==> config.mk <==
export PLATFORM = sky130hd
export DESIGN_NAME = cps_isqrt
export DESIGN_NICKNAME = d
export VERILOG_FILES = /design/src/hw/rtl/cps_isqrt.sv
export SDC_FILE = /design/constraint.sdc
export NUM_CORES = 2
export LEC_CHECK = 0
export BUFFER_PORTS_ARGS = -buffer_cell sky130_fd_sc_hd__buf_2
export CAP_MARGIN = 20
export CORE_MARGIN = 3
export CORE_UTILIZATION = 59
export CTS_BUF_LIST = sky130_fd_sc_hd__clkbuf_8
export CTS_CLUSTER_DIAMETER = 120
export DETAILED_ROUTE_END_ITERATION = 8
export PLACE_DENSITY = 0.78
export SETUP_SLACK_MARGIN = 0.2
export SLEW_MARGIN = 25
export SYNTH_ARGS = -nofsm -noshare
export SYNTH_HDL_FRONTEND = slang
export SYNTH_SLANG_ARGS = --single-unit
==> constraint.sdc <==
create_clock -name clk -period 3.44 [get_ports clk]
set_input_delay 0.172 -clock clk [delete_from_list [all_inputs] [get_ports clk]]
set_output_delay 0.172 -clock clk [all_outputs]
set_load 0.005 [all_outputs]
==> src/hw/rtl/cps_isqrt.sv <==
// pipelined integer square root, one root bit per stage, with side payload
module cps_isqrt #(
	parameter int RW = 25,
	parameter int PW = 1
) (
	input  logic            clk,
	input  logic            arst_n,
	input  logic            en,
	input  logic            in_valid,
	input  logic [2*RW-1:0] in_value,
	input  logic [PW-1:0]   in_pay,
	output logic            out_valid,
	output logic [RW-1:0]   out_root,
	output logic [PW-1:0]   out_pay
);

	logic            vld_s  [0:RW];
	logic [2*RW-1:0] v_s    [0:RW];
	logic [RW:0]     rem_s  [0:RW];
	logic [RW-1:0]   root_s [0:RW];
	logic [PW-1:0]   pay_s  [0:RW];

	assign vld_s[0]  = in_valid;
	assign v_s[0]    = in_value;
	assign rem_s[0]  = '0;
	assign root_s[0] = '0;
	assign pay_s[0]  = in_pay;

	for (genvar k = 0; k < RW; k++) begin : g_stage
		logic [RW+2:0] rem_sh;
		logic [RW+2:0] trial;
		logic          ge;

		// bring down the next two radicand bits and try root*4+1
		assign rem_sh = {rem_s[k], v_s[k][2*RW-1 -: 2]};
		assign trial  = {1'b0, root_s[k], 2'b01};
		assign ge     = rem_sh >= trial;

		always_ff @(posedge clk or negedge arst_n) begin
			if (!arst_n) begin
				vld_s[k+1] <= 1'b0;
			end else if (en) begin
				vld_s[k+1] <= vld_s[k];
			end
		end

		always_ff @(posedge clk) begin
			if (en) begin
				rem_s[k+1]  <= ge ? (RW+1)'(rem_sh - trial) : (RW+1)'(rem_sh);
				root_s[k+1] <= {root_s[k][RW-2:0], ge};
				v_s[k+1]    <= v_s[k] << 2;
				pay_s[k+1]  <= pay_s[k];
			end
		end
	end

	assign out_valid = vld_s[RW];
	assign out_root  = root_s[RW];
	assign out_pay   = pay_s[RW];

endmodule

* After elaboration in Yosys (flattened, before gate mapping)
Cells that the tools add are included.
** Storage, ports and cells
- Bits in registers :: 1576
- Word-level logic and storage cells :: 197
** Operators by class
- Add/sub/neg operators :: 24
- $lt $le $gt $ge :: 25
- Mux-type cells :: 24
** Operator list (number)
- $mux 26 :: 23
- $ge 28x10->1 :: 1
- $ge 28x11->1 :: 1
- $ge 28x12->1 :: 1
- $ge 28x13->1 :: 1
- $ge 28x14->1 :: 1
- $ge 28x15->1 :: 1
- $ge 28x16->1 :: 1
- $ge 28x17->1 :: 1
- $ge 28x18->1 :: 1
- $ge 28x19->1 :: 1
- $ge 28x20->1 :: 1
- $ge 28x21->1 :: 1
- $ge 28x22->1 :: 1
- $ge 28x23->1 :: 1
- $ge 28x24->1 :: 1
- $ge 28x25->1 :: 1
- $ge 28x26->1 :: 1
- $ge 28x3->1 :: 1
- $ge 28x4->1 :: 1
- $ge 28x5->1 :: 1
- $ge 28x6->1 :: 1
- $ge 28x7->1 :: 1
- $ge 28x8->1 :: 1
- other kinds (27) :: 27

* Logic depth before layout (Yosys ltp)
- Word-level depth :: 2
- Mapped depth :: 13
- Gate-level depth less buffers :: 11

* Least setup slack after synthesis
Ideal clock, no wire load.
- Kind :: register -> register
- Start point :: reg rem_s (netlist bit g_stage[23].rem_sh[2])
- End point :: reg rem_s (netlist bit g_stage[24].rem_sh[20]), data pin
- Setup time :: 0.260 ns
- Data arrival time :: 3.077 ns
- Path slack :: 0.103 ns
- Stages on the path, launching flop included :: 12
- Path buffers :: 2
- Clock period less this slack :: 3.337 ns
- Cell sequence :: edfxtp_1 > ha_1 > nor2b_1 > o31ai_1 > a21oi_1 > a21oi_1 > o22ai_1 > o21ai_0 > a21o_1 > clkbuf_1 > buf_1 > mux2_2
** On the way
- Cells in the longest elaborated chain, start to end :: 2
- Elaborated cells on any way between the ends :: 3
- Classes of those cells :: 1 x add/sub; 1 x order compare; 1 x mux
** RTL lines
- start: declaration :: line 19 : logic [RW:0] rem_s [0:RW];
- start signal: indexed assignment :: line 49 : rem_s[k+1] <= ge ? (RW+1)'(rem_sh - trial) : (RW+1)'(rem_sh);
- $sub 26x25->26 / $ge 28x25->1 (equally long branches) :: line 49, 37
- $mux 26 (*) :: line 49
Every way passes the cells marked *; elsewhere a longest branch is shown, timed or not.
A chain may end at the register's enable or synchronous reset.

* Worst setup path after layout
- Start point :: reg rem_s (netlist bit g_stage[4].rem_sh[10])
- End point :: reg rem_s (netlist bit g_stage[5].rem_sh[20]), data pin
** On the way
- Cells in the longest elaborated chain, start to end :: 2
- Elaborated cells on any way between the ends :: 3
- Classes of those cells :: 1 x add/sub; 1 x order compare; 1 x mux
** RTL lines (line)
- $sub 26x6->26 / $ge 28x6->1 (equally long branches) :: 49, 37
- $mux 26 (*) :: 49
Marked as above.

==> metrics.txt <==
outcome=finished, final reports clean; clk_lat worst skew=970 ps; CTS H-tree lvls=4; grt ovf=0; Post-synth ARST share=0.0160; Worst-path clk slew=60 ps; final slew viol count=0; initial antenna violation count=1; # fillers=8,557; largest net degree at the start of global routing=104; Initial DRC Count=3,548; Slew headroom=0.516; Power Total=50.1 mW; Worst setup EP type=flip-flop; PortBufs=81; Final Cycle Share=0.954; die height=357 µm; peak supply drop=0.495 mV; Post-Synthesis Cells=5,504; Initial Util=0.595; layout cells sized above 1=0.132; pwr/cell area=608 nW/µm²; adder-cell share of the synthesized area=0.0607; syn avg cell area=13.2 µm²; syn nets=5,911; min Tclk post-route=3280 ps; final setup vio count=0; Syn Std Cell Area=72,600 µm²; Max Freq=305 MHz; core outline area=122,000 µm²; max-cap violations=0; first-pass GRT wire length=224 mm; Total GRT Usage=0.219; Synth warnings=0; top cell type's share of synthesized area=0.636; post-synthesis compound-gate area fraction=0.0940; #FFs+latches synth=1,564; die area=127,000 µm²; Static Leak=32.3 nW; # IOs=82; Rows=128; Worst EP required=4150 ps; hpwl dp=97.9 mm; Hold Crit Class=in2reg; CTS tree=done; Nets=6,403; Synth area leader=edfxtp_1; Die Wd=357 µm; clock skew=72.4 ps; worst path arrival time=3990 ps; Seq/Total Area, Yosys=0.645; reg2reg path depth=8; mux cell area share after synthesis=0.0211; Area Overhead vs Synth=13.5%; CP Class=reg2reg; drt total wl=140 mm; Area contributors post-synth=edfxtp_1 (64%), ha_1 (6.1%), xnor2_1 (3.1%), a21oi_1 (2.5%), xor2_1 (2.4%); main combinational cell family by area after synthesis=simple AND/OR/NAND/NOR gates; Synth Area in Simple Gates=0.0945; TritonCTS Sinks=1,564; Worst setup SP type=flip-flop; final hold violation count=0; hold path cells=2; RSZ-0062 raised after global routing=true; final RePlAce weighted congestion=0.905; TritonRoute pass-1 iters=6; vias in the first global route=43.9k; DR WL/cell=17.9 µm; Root Driver=clkbuf_8; DRC Markers=0; worst-path maximum fanout=8; CTS buffer count=236; Post-synth EDFFs=1,539; post-synth cell types=79; vias=44.5k; top_reg_cell synth=edfxtp_1; Routed Antenna Nets=0; worst slew pin tran=722 ps; clk buf depth=3; drt via density=5.69; setup TNS=0 ps; Synth Area in XOR/XNOR=0.0557
-- sequential cells by signal, indices dropped and copies added (netlist names) --
name and cells:
vld_s 24, out_pay 1, v_s 552, out_root 25, g_stage.rem_sh 637, pay_s 24
g_stage.trial 300, out_valid 1
-- metrics by stage --
step / cell area, µm² / setup slack, ps / utilization / hold WS, ps / instances
floorplan: 72600 / 215 / - / -124 / 5504
global placement: 76200 / 223 / 0.624 / 176 / 7247
detailed placement: 76200 / 158 / 0.624 / 181 / 7247
CTS: 81800 / 200 / 0.670 / 261 / 7792
global route: 82400 / 45.3 / 0.675 / 290 / 7818
finish: 82400 / 157 / 0.675 / 338 / 7818
-- metal layers --
layer  vias up  global-route usage  wire, µm  part of all wire
li1      21500                   -         -                 -
met1     21400               0.281     58700              0.42
met2      1237               0.370     69500              0.50
met3       336              0.0387      6900             0.049
met4         0              0.0925      5170             0.037
met5         -                   0         0                 0
-- cells in the mapped netlist (all sizes together) (9+ instances only) --
master / n
o311ai: 9
clkbuf: 102
o2111ai: 11
o21bai: 18
nor3: 145
inv: 446
a2111oi: 20
nor4b: 17
nand3: 100
a211o: 10
mux2: 123
xor2: 203
mux2i: 15
dfrtp: 25
and3: 35
a21o: 137
or3: 48
or4: 35
and2: 23
nand4: 57
o31a: 13
o21ai: 224
a31o: 12
o21a: 77
o31ai: 30
xnor2: 259
and4: 10
or2: 44
a21boi: 12
ha: 352
a21oi: 358
nand3b: 22
nand4b: 18
edfxtp: 1539
nor2: 314
o211ai: 24
nand2b: 55
nand2: 295
a211oi: 36
nor4: 63
nor2b: 51
a31oi: 29
-- what timing repair did --
action | 4_1_cts | 5_1_grt
endpoints found under the setup margin | 46 | 228
setup buffers | 2 | 21
endpoints found under the hold margin | 616 | 25
gates resized for setup | 7 | 93
pin swaps | 3 | 13
cloned | 1 | 2
hold buffers | 109 | 1
-- cell families after synthesis --
kind of cell / after synthesis
other cells: 1
fa+ha+maj: 352
compound gates: 1082
xor+xnor: 462
flops: 1564
buf+inv: 556
simple gates: 1349
mux: 138
-- cells in the final DEF (no fill, tap or decap), types with 28 or more instances in the layout --
| master | n |
|---|---|
| edfxtp_1 | 1539 |
| inv_1 | 520 |
| a21oi_1 | 352 |
| ha_1 | 346 |
| nor2_1 | 303 |
| nand2_1 | 295 |
| xnor2_1 | 259 |
| clkbuf_8 | 236 |
| o21ai_0 | 212 |
| xor2_1 | 203 |
| a21o_1 | 137 |
| buf_4 | 137 |
| nor3_1 | 135 |
| mux2_2 | 123 |
| dlygate4sd3_1 | 109 |
| nand3_1 | 98 |
| buf_2 | 81 |
| o21a_1 | 77 |
| clkinv_1 | 59 |
| nand4_1 | 57 |
| nor4_1 | 57 |
| nand2b_1 | 55 |
| nor2b_1 | 51 |
| or3_1 | 47 |
| or2_2 | 43 |
| and3_1 | 35 |
| a211oi_1 | 32 |
| clkinv_2 | 31 |
| or4_1 | 30 |
| buf_12 | 30 |
| a31oi_1 | 28 |
-- worst max-delay path: stages (launching register included) --
cell	delay (ps)
edfxtp_1	390
or4_4	570
or4b_4	510
or4_4	450
or3_4	350
nand4b_4	270
nand3_4	250
nor4_1	90
xor2_1	140
-- final timing paths --
kind | endpoint | slack, ps | from
max | g_stage[5].rem_sh[20] | 160 | g_stage[4].rem_sh[10]
min | v_s[1203] | 340 | en
max reg2reg | g_stage[5].rem_sh[20] | 160 | g_stage[4].rem_sh[10]
min reg2reg | v_s[788] | 360 | v_s[836]
max in group asynchronous | vld_s[3] | 2710 | arst_n
min in group asynchronous | vld_s[19] | 360 | arst_n
-- power breakdown --
part	switching [mW]	internal (mW)
sequential	1.53	23.9
combinational	5.59	4.71
clock	7.19	7.12
total	14.3	35.8
-- final cells by class --
cell class                 instances  area (µm²)  share of cell area
multi-input combinational       3385       24100               0.293
sequential                      1564       46800               0.569
inverter                         446        1670              0.0203
timing repair buffer             363        3220              0.0391
clock inverter                   197        1230              0.0150
antenna                            2        5.00           0.0000607
clock buffer                     236        3250              0.0394
tap                             1625        2030              0.0247
Power figures use the tool's default switching activity.
